==> config.mk <==
export PLATFORM = sky130hd
export DESIGN_NAME = epoch_date_converter_unit_flat
export DESIGN_NICKNAME = d
export VERILOG_FILES = /design/src/design/epdc_pkg.sv /design/src/design/epdc_in_if.sv /design/src/design/epdc_out_if.sv /design/src/design/epdc_ctrl.sv /design/src/design/epdc_dp.sv /design/src/design/epoch_date_converter_unit.sv /design/src/flat_wrapper.sv
export SDC_FILE = /design/constraint.sdc
export NUM_CORES = 2
export LEC_CHECK = 0
export BUFFER_PORTS_ARGS = -buffer_cell sky130_fd_sc_hd__buf_4
export CORE_MARGIN = 3
export CORE_UTILIZATION = 65
export DETAILED_ROUTE_END_ITERATION = 12
export GPL_TIMING_DRIVEN = 0
export PLACE_DENSITY = 0.87
export SYNTH_ARGS = -nofsm -noshare
export SYNTH_HDL_FRONTEND = slang
export SYNTH_SLANG_ARGS = --single-unit
==> constraint.sdc <==
create_clock -name clk -period 28.2 [get_ports clk]
set_input_delay 2.82 -clock clk [delete_from_list [all_inputs] [get_ports clk]]
set_output_delay 2.82 -clock clk [all_outputs]
set_load 0.02 [all_outputs]
==> src/design/epdc_pkg.sv <==
// Shared types, constants and calendar helpers for the epoch/date converter.
// No dependencies; epdc_ctrl, epdc_dp and the top level import this package.
`default_nettype none

package epdc_pkg;

    localparam logic FUNC_TO_SECONDS = 1'b0;
    localparam logic FUNC_TO_DATE    = 1'b1;

    localparam logic [11:0] EPOCH_YEAR = 12'd1970;
    localparam logic [11:0] BASE_YEAR  = 12'd2000;
    localparam logic [11:0] MAX_YEAR   = 12'd2100;
    localparam logic [7:0]  MAX_OFFSET = 8'd100;

    localparam logic [16:0] SECS_PER_DAY  = 17'd86400;
    localparam logic [11:0] SECS_PER_HOUR = 12'd3600;
    localparam logic [5:0]  SECS_PER_MIN  = 6'd60;

    // Reciprocals for exact 32-bit division: x / 60 = (x * RECIP_60) >> 37,
    // x / 24 = (x * RECIP_24) >> 36
    localparam logic [31:0] RECIP_60 = 32'h8888_8889;
    localparam logic [31:0] RECIP_24 = 32'hAAAA_AAAB;

    localparam logic [3:0] MONTHS_PER_YEAR = 4'd12;

    // Division passes of the seconds-to-date path
    localparam logic [1:0] PASS_SEC  = 2'd0;
    localparam logic [1:0] PASS_MIN  = 2'd1;
    localparam logic [1:0] PASS_HOUR = 2'd2;

    typedef struct packed {
        logic load;
        logic yacc;
        logic macc;
        logic dayadd;
        logic mul;
        logic tadd;
        logic dstep;
        logic ystep;
        logic mstep;
        logic finish;
    } epdc_cmd_t;

    typedef struct packed {
        logic func;
        logic year_lt;
        logic mon_lt;
        logic pass_hour;
        logic ywalk_ge;
        logic mwalk_ge;
        logic out_free;
    } epdc_stat_t;

    // Years handled here lie in 1970..2106, where 2100 is the only
    // multiple of four that is not a leap year.
    function automatic logic is_leap(input logic [11:0] y);
        logic res;
        res = (y[1:0] == 2'b00) && (y != MAX_YEAR);
        return res;
    endfunction

    function automatic logic [8:0] year_days(input logic [11:0] y);
        logic [8:0] d;
        d = is_leap(y) ? 9'd366 : 9'd365;
        return d;
    endfunction

    // m counts from 0 = January
    function automatic logic [4:0] month_days(input logic [3:0] m, input logic leap);
        logic [4:0] d;
        case (m)
            4'd1:    d = leap ? 5'd29 : 5'd28;
            4'd3:    d = 5'd30;
            4'd5:    d = 5'd30;
            4'd8:    d = 5'd30;
            4'd10:   d = 5'd30;
            default: d = 5'd31;
        endcase
        return d;
    endfunction

endpackage

`default_nettype wire

==> src/design/epdc_in_if.sv <==
// Request channel of the epoch/date converter: valid/ready plus request fields.
// Depends on nothing.
`default_nettype none

interface epdc_in_if;
    logic        valid;
    logic        ready;
    logic        func;
    logic [31:0] epoch_seconds;
    logic [7:0]  in_year_offset;
    logic [3:0]  in_month;
    logic [4:0]  in_day;
    logic [4:0]  in_hour;
    logic [5:0]  in_minute;
    logic [5:0]  in_second;

    modport source (
        output valid, func, epoch_seconds, in_year_offset, in_month, in_day,
               in_hour, in_minute, in_second,
        input  ready
    );
    modport sink (
        input  valid, func, epoch_seconds, in_year_offset, in_month, in_day,
               in_hour, in_minute, in_second,
        output ready
    );
endinterface

`default_nettype wire

==> src/design/epdc_out_if.sv <==
// Result channel of the epoch/date converter: valid/ready plus result fields.
// Depends on nothing.
`default_nettype none

interface epdc_out_if;
    logic        valid;
    logic        ready;
    logic [31:0] seconds_total;
    logic [6:0]  out_year_offset;
    logic [3:0]  out_month;
    logic [4:0]  out_day;
    logic [4:0]  out_hour;
    logic [5:0]  out_minute;
    logic [5:0]  out_second;

    modport source (
        output valid, seconds_total, out_year_offset, out_month, out_day,
               out_hour, out_minute, out_second,
        input  ready
    );
    modport sink (
        input  valid, seconds_total, out_year_offset, out_month, out_day,
               out_hour, out_minute, out_second,
        output ready
    );
endinterface

`default_nettype wire

==> src/design/epdc_ctrl.sv <==
// Sequencer of the epoch/date converter: walks one item through its steps.
// Depends on epdc_pkg.
`default_nettype none

module epdc_ctrl (
    input  wire logic               clk,
    input  wire logic               rst_n,
    input  wire logic               in_valid,
    output logic                    in_ready,
    input  wire epdc_pkg::epdc_stat_t stat,
    output epdc_pkg::epdc_cmd_t     cmd
);
    import epdc_pkg::*;

    localparam logic [3:0] S_IDLE  = 4'd0;
    localparam logic [3:0] S_YSUM  = 4'd1;
    localparam logic [3:0] S_MSUM  = 4'd2;
    localparam logic [3:0] S_DAY   = 4'd3;
    localparam logic [3:0] S_MUL   = 4'd4;
    localparam logic [3:0] S_TIME  = 4'd5;
    localparam logic [3:0] S_DIV   = 4'd6;
    localparam logic [3:0] S_YWALK = 4'd7;
    localparam logic [3:0] S_MWALK = 4'd8;
    localparam logic [3:0] S_DONE  = 4'd9;

    logic [3:0] state_reg, state_next;

    always_comb
    begin
        state_next = state_reg;
        cmd        = '0;
        in_ready   = 1'b0;
        case (state_reg)
            S_IDLE:
            begin
                in_ready = 1'b1;
                if (in_valid)
                begin
                    cmd.load   = 1'b1;
                    state_next = (stat.func == FUNC_TO_DATE) ? S_DIV : S_YSUM;
                end
            end
            S_YSUM:
            begin
                if (stat.year_lt)
                    cmd.yacc = 1'b1;
                else
                    state_next = S_MSUM;
            end
            S_MSUM:
            begin
                if (stat.mon_lt)
                    cmd.macc = 1'b1;
                else
                    state_next = S_DAY;
            end
            S_DAY:
            begin
                cmd.dayadd = 1'b1;
                state_next = S_MUL;
            end
            S_MUL:
            begin
                cmd.mul    = 1'b1;
                state_next = S_TIME;
            end
            S_TIME:
            begin
                cmd.tadd   = 1'b1;
                state_next = S_DONE;
            end
            S_DIV:
            begin
                cmd.dstep = 1'b1;
                if (stat.pass_hour)
                    state_next = S_YWALK;
            end
            S_YWALK:
            begin
                if (stat.ywalk_ge)
                    cmd.ystep = 1'b1;
                else
                    state_next = S_MWALK;
            end
            S_MWALK:
            begin
                if (stat.mwalk_ge)
                    cmd.mstep = 1'b1;
                else
                    state_next = S_DONE;
            end
            S_DONE:
            begin
                if (stat.out_free)
                begin
                    cmd.finish = 1'b1;
                    state_next = S_IDLE;
                end
            end
            default: state_next = S_IDLE;
        endcase
    end

    always_ff @(posedge clk or negedge rst_n)
    begin
        if (!rst_n)
            state_reg <= S_IDLE;
        else
            state_reg <= state_next;
    end

endmodule

`default_nettype wire

==> src/design/epdc_dp.sv <==
// Datapath of the epoch/date converter: accumulators, reciprocal-multiply
// divider, year/month walk and the result register. Depends on epdc_pkg.
`default_nettype none

module epdc_dp (
    input  wire logic               clk,
    input  wire logic               rst_n,
    input  wire epdc_pkg::epdc_cmd_t cmd,
    output epdc_pkg::epdc_stat_t    stat,
    input  wire logic               req_func,
    input  wire logic [31:0]        req_epoch_seconds,
    input  wire logic [7:0]         req_year_offset,
    input  wire logic [3:0]         req_month,
    input  wire logic [4:0]         req_day,
    input  wire logic [4:0]         req_hour,
    input  wire logic [5:0]         req_minute,
    input  wire logic [5:0]         req_second,
    output logic                    rsp_valid,
    input  wire logic               rsp_ready,
    output logic [31:0]             rsp_seconds_total,
    output logic [6:0]              rsp_year_offset,
    output logic [3:0]              rsp_month,
    output logic [4:0]              rsp_day,
    output logic [4:0]              rsp_hour,
    output logic [5:0]              rsp_minute,
    output logic [5:0]              rsp_second
);
    import epdc_pkg::*;

    // work registers
    logic        func_reg;
    logic [11:0] year_reg, target_reg;
    logic [31:0] days_reg;
    logic [3:0]  mcnt_reg, mlimit_reg;
    logic [4:0]  day_reg, hour_reg;
    logic [5:0]  min_reg, sec_reg;
    logic [31:0] quo_reg;
    logic [1:0]  pass_reg;
    logic [5:0]  t_sec_reg, t_min_reg;
    logic [4:0]  t_hour_reg;

    // result register
    logic        out_valid_reg;
    logic [31:0] o_secs_reg;
    logic [6:0]  o_year_reg;
    logic [3:0]  o_month_reg;
    logic [4:0]  o_day_reg, o_hour_reg;
    logic [5:0]  o_min_reg, o_sec_reg;

    logic [31:0] recip;
    logic [63:0] prod;
    logic [31:0] qmul;
    logic [5:0]  rem_next;
    logic [31:0] quo_next;
    logic [11:0] target_in;
    logic [3:0]  mlimit_in;
    logic [31:0] tod_secs;

    always_comb
    begin
        // one division pass per cycle: quotient by reciprocal, remainder by
        // shift-and-add or shift-and-subtract back-multiply
        recip = (pass_reg == PASS_HOUR) ? RECIP_24 : RECIP_60;
        prod  = {32'd0, quo_reg} * {32'd0, recip};
        if (pass_reg == PASS_HOUR)
        begin
            quo_next = {4'd0, prod[63:36]};
            qmul     = {quo_next[27:0], 4'd0} + {quo_next[28:0], 3'd0};
        end
        else
        begin
            quo_next = {5'd0, prod[63:37]};
            qmul     = {quo_next[25:0], 6'd0} - {quo_next[29:0], 2'd0};
        end
        rem_next = 6'(quo_reg - qmul);

        target_in = (req_year_offset > MAX_OFFSET) ? MAX_YEAR
                  : 12'(BASE_YEAR + {4'd0, req_year_offset});
        if (req_month == 4'd0)
            mlimit_in = 4'd0;
        else if (req_month > (MONTHS_PER_YEAR + 4'd1))
            mlimit_in = MONTHS_PER_YEAR;
        else
            mlimit_in = req_month - 4'd1;

        tod_secs = ({27'd0, hour_reg} * {20'd0, SECS_PER_HOUR})
                 + ({26'd0, min_reg} * {26'd0, SECS_PER_MIN})
                 + {26'd0, sec_reg};
    end

    always_comb
    begin
        stat.func      = req_func;
        stat.year_lt   = year_reg < target_reg;
        stat.mon_lt    = mcnt_reg < mlimit_reg;
        stat.pass_hour = (pass_reg == PASS_HOUR);
        stat.ywalk_ge  = days_reg >= {23'd0, year_days(year_reg)};
        stat.mwalk_ge  = (mcnt_reg < MONTHS_PER_YEAR)
                       && (days_reg >= {27'd0, month_days(mcnt_reg, is_leap(year_reg))});
        stat.out_free  = !out_valid_reg || rsp_ready;
    end

    always_ff @(posedge clk)
    begin
        if (cmd.load)
        begin
            func_reg   <= req_func;
            year_reg   <= EPOCH_YEAR;
            target_reg <= target_in;
            days_reg   <= '0;
            mcnt_reg   <= '0;
            mlimit_reg <= mlimit_in;
            day_reg    <= req_day;
            hour_reg   <= req_hour;
            min_reg    <= req_minute;
            sec_reg    <= req_second;
            quo_reg    <= req_epoch_seconds;
            pass_reg   <= PASS_SEC;
        end
        if (cmd.yacc)
        begin
            days_reg <= days_reg + {23'd0, year_days(year_reg)};
            year_reg <= year_reg + 12'd1;
        end
        if (cmd.macc)
        begin
            days_reg <= days_reg + {27'd0, month_days(mcnt_reg, is_leap(target_reg))};
            mcnt_reg <= mcnt_reg + 4'd1;
        end
        if (cmd.dayadd)
            days_reg <= days_reg + {27'd0, day_reg} - 32'd1;
        if (cmd.mul)
            days_reg <= days_reg * {15'd0, SECS_PER_DAY};
        if (cmd.tadd)
            days_reg <= days_reg + tod_secs;
        if (cmd.dstep)
        begin
            quo_reg  <= quo_next;
            pass_reg <= pass_reg + 2'd1;
            case (pass_reg)
                PASS_SEC: t_sec_reg <= rem_next;
                PASS_MIN: t_min_reg <= rem_next;
                default:
                begin
                    // quotient of the last pass is the day count
                    t_hour_reg <= rem_next[4:0];
                    days_reg   <= quo_next;
                    year_reg   <= EPOCH_YEAR;
                    mcnt_reg   <= '0;
                end
            endcase
        end
        if (cmd.ystep)
        begin
            days_reg <= days_reg - {23'd0, year_days(year_reg)};
            year_reg <= year_reg + 12'd1;
        end
        if (cmd.mstep)
        begin
            days_reg <= days_reg - {27'd0, month_days(mcnt_reg, is_leap(year_reg))};
            mcnt_reg <= mcnt_reg + 4'd1;
        end
        if (cmd.finish)
        begin
            if (func_reg == FUNC_TO_SECONDS)
            begin
                o_secs_reg  <= days_reg;
                o_year_reg  <= '0;
                o_month_reg <= '0;
                o_day_reg   <= '0;
                o_hour_reg  <= '0;
                o_min_reg   <= '0;
                o_sec_reg   <= '0;
            end
            else
            begin
                o_secs_reg  <= '0;
                o_year_reg  <= (year_reg >= BASE_YEAR) ? 7'(year_reg - BASE_YEAR) : 7'd0;
                o_month_reg <= mcnt_reg + 4'd1;
                o_day_reg   <= days_reg[4:0] + 5'd1;
                o_hour_reg  <= t_hour_reg;
                o_min_reg   <= t_min_reg;
                o_sec_reg   <= t_sec_reg;
            end
        end
    end

    always_ff @(posedge clk or negedge rst_n)
    begin
        if (!rst_n)
            out_valid_reg <= 1'b0;
        else if (cmd.finish)
            out_valid_reg <= 1'b1;
        else if (rsp_ready)
            out_valid_reg <= 1'b0;
    end

    assign rsp_valid         = out_valid_reg;
    assign rsp_seconds_total = o_secs_reg;
    assign rsp_year_offset   = o_year_reg;
    assign rsp_month         = o_month_reg;
    assign rsp_day           = o_day_reg;
    assign rsp_hour          = o_hour_reg;
    assign rsp_minute        = o_min_reg;
    assign rsp_second        = o_sec_reg;

endmodule

`default_nettype wire

==> src/design/epoch_date_converter_unit.sv <==
// Top level of the epoch/date converter: sequencer plus datapath.
// Depends on epdc_pkg, epdc_in_if, epdc_out_if, epdc_ctrl, epdc_dp.
//
//  port | dir | handshake   | carries
//  -----+-----+-------------+------------------------------------------
//  req  | in  | valid/ready | func, epoch_seconds, date and time fields
//  rsp  | out | valid/ready | seconds_total, date and time fields
//
// One item at a time. Date to seconds: one step per year since 1970 (up to
// 130) and per month before the given one (up to 12), then day add, multiply
// by seconds per day and time-of-day add. Seconds to date: division passes by
// 60, 60 and 24, then one step per year walked from 1970 (up to 136) and per
// month (up to 11). req.ready returns the cycle after the result is stored.
// req.ready is high only while the sequencer is idle; a finished result
// sits in the output register, and a new item may be taken while it waits.
// Reset is asynchronous and clears the sequencer and rsp.valid.
`default_nettype none

module epoch_date_converter_unit (
    input  wire logic clk,
    input  wire logic rst_n,
    epdc_in_if.sink   req,
    epdc_out_if.source rsp
);
    import epdc_pkg::*;

    epdc_cmd_t  cmd;
    epdc_stat_t stat;
    logic       ready;

    epdc_ctrl u_ctrl (
        .clk      (clk),
        .rst_n    (rst_n),
        .in_valid (req.valid),
        .in_ready (ready),
        .stat     (stat),
        .cmd      (cmd)
    );

    epdc_dp u_dp (
        .clk               (clk),
        .rst_n             (rst_n),
        .cmd               (cmd),
        .stat              (stat),
        .req_func          (req.func),
        .req_epoch_seconds (req.epoch_seconds),
        .req_year_offset   (req.in_year_offset),
        .req_month         (req.in_month),
        .req_day           (req.in_day),
        .req_hour          (req.in_hour),
        .req_minute        (req.in_minute),
        .req_second        (req.in_second),
        .rsp_valid         (rsp.valid),
        .rsp_ready         (rsp.ready),
        .rsp_seconds_total (rsp.seconds_total),
        .rsp_year_offset   (rsp.out_year_offset),
        .rsp_month         (rsp.out_month),
        .rsp_day           (rsp.out_day),
        .rsp_hour          (rsp.out_hour),
        .rsp_minute        (rsp.out_minute),
        .rsp_second        (rsp.out_second)
    );

    assign req.ready = ready;

endmodule

`default_nettype wire

==> src/flat_wrapper.sv <==
// flat-port wrapper written by rule: the top's interface ports become plain ports
module epoch_date_converter_unit_flat import epdc_pkg::*;
  (clk, rst_n, req_valid, req_func, req_epoch_seconds, req_in_year_offset, req_in_month, req_in_day, req_in_hour, req_in_minute, req_in_second, req_ready, rsp_valid, rsp_seconds_total, rsp_out_year_offset, rsp_out_month, rsp_out_day, rsp_out_hour, rsp_out_minute, rsp_out_second, rsp_ready);
  epdc_in_if req_i ();
  epdc_out_if rsp_i ();
  input  wire logic clk;
  input  wire logic rst_n;
  input wire logic [$bits(req_i.valid)-1:0] req_valid;
  input wire logic [$bits(req_i.func)-1:0] req_func;
  input wire logic [$bits(req_i.epoch_seconds)-1:0] req_epoch_seconds;
  input wire logic [$bits(req_i.in_year_offset)-1:0] req_in_year_offset;
  input wire logic [$bits(req_i.in_month)-1:0] req_in_month;
  input wire logic [$bits(req_i.in_day)-1:0] req_in_day;
  input wire logic [$bits(req_i.in_hour)-1:0] req_in_hour;
  input wire logic [$bits(req_i.in_minute)-1:0] req_in_minute;
  input wire logic [$bits(req_i.in_second)-1:0] req_in_second;
  output wire logic [$bits(req_i.ready)-1:0] req_ready;
  output wire logic [$bits(rsp_i.valid)-1:0] rsp_valid;
  output wire logic [$bits(rsp_i.seconds_total)-1:0] rsp_seconds_total;
  output wire logic [$bits(rsp_i.out_year_offset)-1:0] rsp_out_year_offset;
  output wire logic [$bits(rsp_i.out_month)-1:0] rsp_out_month;
  output wire logic [$bits(rsp_i.out_day)-1:0] rsp_out_day;
  output wire logic [$bits(rsp_i.out_hour)-1:0] rsp_out_hour;
  output wire logic [$bits(rsp_i.out_minute)-1:0] rsp_out_minute;
  output wire logic [$bits(rsp_i.out_second)-1:0] rsp_out_second;
  input wire logic [$bits(rsp_i.ready)-1:0] rsp_ready;
  assign req_i.valid = req_valid;
  assign req_i.func = req_func;
  assign req_i.epoch_seconds = req_epoch_seconds;
  assign req_i.in_year_offset = req_in_year_offset;
  assign req_i.in_month = req_in_month;
  assign req_i.in_day = req_in_day;
  assign req_i.in_hour = req_in_hour;
  assign req_i.in_minute = req_in_minute;
  assign req_i.in_second = req_in_second;
  assign req_ready = req_i.ready;
  assign rsp_valid = rsp_i.valid;
  assign rsp_seconds_total = rsp_i.seconds_total;
  assign rsp_out_year_offset = rsp_i.out_year_offset;
  assign rsp_out_month = rsp_i.out_month;
  assign rsp_out_day = rsp_i.out_day;
  assign rsp_out_hour = rsp_i.out_hour;
  assign rsp_out_minute = rsp_i.out_minute;
  assign rsp_out_second = rsp_i.out_second;
  assign rsp_i.ready = rsp_ready;
  epoch_date_converter_unit u_core (.clk(clk), .rst_n(rst_n), .req(req_i), .rsp(rsp_i));
endmodule
==> impl_metrics.toml <==
[layout]
fraction_of_layout_instances_using_a_drive_strength_above_1_pct = 5.765
layout-area-overhead-vs-synth_pct = 7.715
final_design_area_no_fill_um2 = 41560
design.final.nets = 5565
multi_input_comb_area_um2 = 29120
most-common-layout-cells = "898 x inv_1, 652 x ha_1, 490 x fa_1"
stdcell_count = 5137
layout_commonest_cell = "inv_1"
final.fill_count = 4397
area.sequential_um2 = 5710

[logic_synthesis]
muxShareOfSynthArea_pct = 1.005
ys_seq_area_share_pct = 14.80
syn-num-nets = 5391
avgSynthCellArea_um2 = 9.234
synth_edf_count = 154
post_synth_xor_area_fraction_pct = 4.128
ys_seq_elements = 207
ys.flop_type = "edfxtp_1"
synth-adder-area-share_pct = 46.57
post_synth_instance_area_um2 = 38580
synth-async-reset-ratio_pct = 2.415
netlist_instances = 4178
synth_compound_gate_area_share_pct = 13.04
synth_top_family_by_area = "adder cells"
syn_warnings = 0
yosys.area_share.simple_pct = 10.72
ys_types = 97

[worst_setup_path]
crit_slowest_cell = "o311ai_0"
cp-start-kind = "flip-flop"
r2r-start = "u_core.u_dp.pass_reg[0]"
setup.reg_to_reg.worst_slack_ns = 15.62
critPathMostFrequentCell = "fa_1"
cp-end-kind = "flip-flop"
path_depth_of_the_worst_reg2reg_path = 30
timing.critical_path.slowest_cell_delay_ns = 1.14
worst_r2r_endpoint = "u_core.u_dp.days_reg[14]"
critPathArrivalTime_ns = 12.98
critPathRequiredTime_ns = 28.60
timing_worst_setup_path_type = "reg -> reg"
timing.critical_path.fanout_max = 11

[timing]
setup-tns-final_ns = 0
tightest_slew_ns = 1.406
period_needed_ns = 12.58
setup_repair_after_global_routing_missed_its_margin = "no"
drv_slew = 0
fmax_mhz = 79.47
maximum_clock_skew_at_final_layout_ns = 0.02456
finalWorstSetupSlack_ns = 15.62
share_of_the_clock_period_used_by_the_worst_path_pct = 44.62
maxSlewHeadroom_pct = 5.080
setup_viol = 0
hold_violations = 0

[cts]
cts.repair.resized = 0
ctsHoldBuffers = 0
clock-root-buffer = "clkbuf_16"
htreeDepth = 1
tritoncts = "done"
number_of_buffers_inserted_to_repair_setup_after_cts = 0
clk_transition_reported_paths_ns = 0.07
ctsLongestPathBuffers = 3
cts.sinks = 207
worst_skew_pair.late_latency_ns = 0.58
cts_inserted_buffers = 25

[global_routing]
global_route.overflow_total = 0
global_route_wire_length_before_repair_um = 202200
grt_usage_pct = 42.98
antenna_found_initial = 3
first_global_vias = 33820
grt_max_degree = 38

[drt]
routedWlPerCell_um = 26.16
detail_route.vias_per_cell = 6.334
detail_route.first_pass.iterations = 6
wirelength_um = 134400
ant_nets = 0
drtIter0Drc = 3434
drc_errors = 0
via_count = 32540

[floorplanning]
die_area_um2 = 62320
fp.coreArea_um2 = 58250
start_util_pct = 66.24
die_x_um = 249.6
die-height_um = 249.6
ioPinCount = 138
placement_rows = 88

[placed_design]
dp_cells = 5090
gp_congestion = 1.058
dp_hpwl_um = 111900
io_buffers = 137
detailedPlace.worstSlack_ns = 16.11
dpl_cell_area_um2 = 40710

[status]
run_status = "finished clean"

[worst_hold_path]
worst_hold_path_type = "reg -> reg"
worstHoldEndpoint = "u_core.u_dp.rsp_hour[1]"
min_path_cells = 1
min-delay-start = "u_core.u_dp.t_hour_reg[1]"

[job]
timing.max_cap.violations = 0
metal layers:
layer | up-vias | global-route usage [%] | wire length, µm
li1 | 14280 | - | -
met1 | 15800 | 51.49 | 47540
met2 | 1912 | 71.66 | 64240
met3 | 552 | 7.274 | 11990
met4 | 2 | 28.05 | 10600
met5 | - | 0 | 13
cell usage after synthesis, types with 12 or more instances:
master     count  share of area, %
a2111oi_0     12              0.27
a211o_1       14              0.32
a211oi_1      26              0.51
a21o_1        53               1.0
a21oi_1      176               2.3
a221oi_1      18              0.41
a22oi_1       14              0.27
a31oi_1       33              0.54
and2_1        56              0.91
and3_1        23              0.37
buf_2         12              0.16
clkbuf_1      73              0.71
dfxtp_1       48               2.5
edfxtp_1     154                12
fa_1         490                25
ha_1         652                21
inv_1        898               8.7
mux2i_1       32              0.83
nand2_1      259               2.5
nand2b_1      24              0.39
nand3_1       64              0.83
nand4_1       35              0.57
nor2_1       218               2.1
nor2b_1       27              0.44
nor3_1        59              0.77
nor4_1        19              0.31
o211ai_1      26              0.51
o21a_1        13              0.25
o21ai_0      181               2.3
o21bai_1      25              0.49
o221ai_1      12              0.27
o22ai_1       26              0.42
or3_1         19              0.31
xnor2_1      145               3.3
xor2_1        35              0.79
cell type report:
type	instances	area share [%]
antenna	1	0.006022
clock buffer	32	1.569
sequential	207	13.74
clock inverter	14	0.4667
inverter	902	8.147
timing repair buffer	147	2.791
tap	765	2.303
multi-input combinational	2974	70.08
buffer	95	0.8972
stage by stage:
stage	hold slack, ns	utilization (%)
after floorplan	0.4826	-
after global placement	0.5053	69.65
after detailed placement	0.5138	69.89
after CTS	0.5279	71.34
after global routing	0.5497	71.35
final	0.5280	71.35
worst max path at each step:
stage / startpoint / depth (start not counted) / to / slack (ns)
floorplan: u_core.u_dp.pass_reg[0] / 34 / u_core.u_dp.t_min_reg[5] / 18.91
global placement: u_core.u_dp.pass_reg[0] / 30 / u_core.u_dp.quo_reg[14] / 16.25
detailed placement: u_core.u_dp.pass_reg[0] / 36 / u_core.u_dp.t_min_reg[5] / 16.11
CTS: u_core.u_dp.pass_reg[0] / 36 / u_core.u_dp.t_min_reg[5] / 16.05
global route: u_core.u_dp.pass_reg[0] / 30 / u_core.u_dp.quo_reg[14] / 15.43
finish: u_core.u_dp.pass_reg[0] / 30 / u_core.u_dp.days_reg[14] / 15.62
critical path, delay by kind of cell, from the launching register on:
family / cells / cell delay (ns)
AND/OR/NAND/NOR: 6 / 1.97
adder cells (fa/ha/maj): 10 / 4.43
buffers and inverters: 10 / 3.56
AO/OA/AOI/OAI: 4 / 2.00
flip-flops: 1 / 0.43
cells by family (layout without fill, tap and decap cells):
group                    after synthesis  in the layout
adder cells (fa/ha/maj)             1142           1142
AND/OR/NAND/NOR                      858            858
XOR/XNOR                             181            181
AO/OA/AOI/OAI                        755            755
buffers and inverters                997           1190
multiplexers                          38             38
flip-flops                           207            207
other                                  0              1
Power is not shown: default switching activity piles up to over one toggle a cycle in this logic, so the estimate is an artifact.
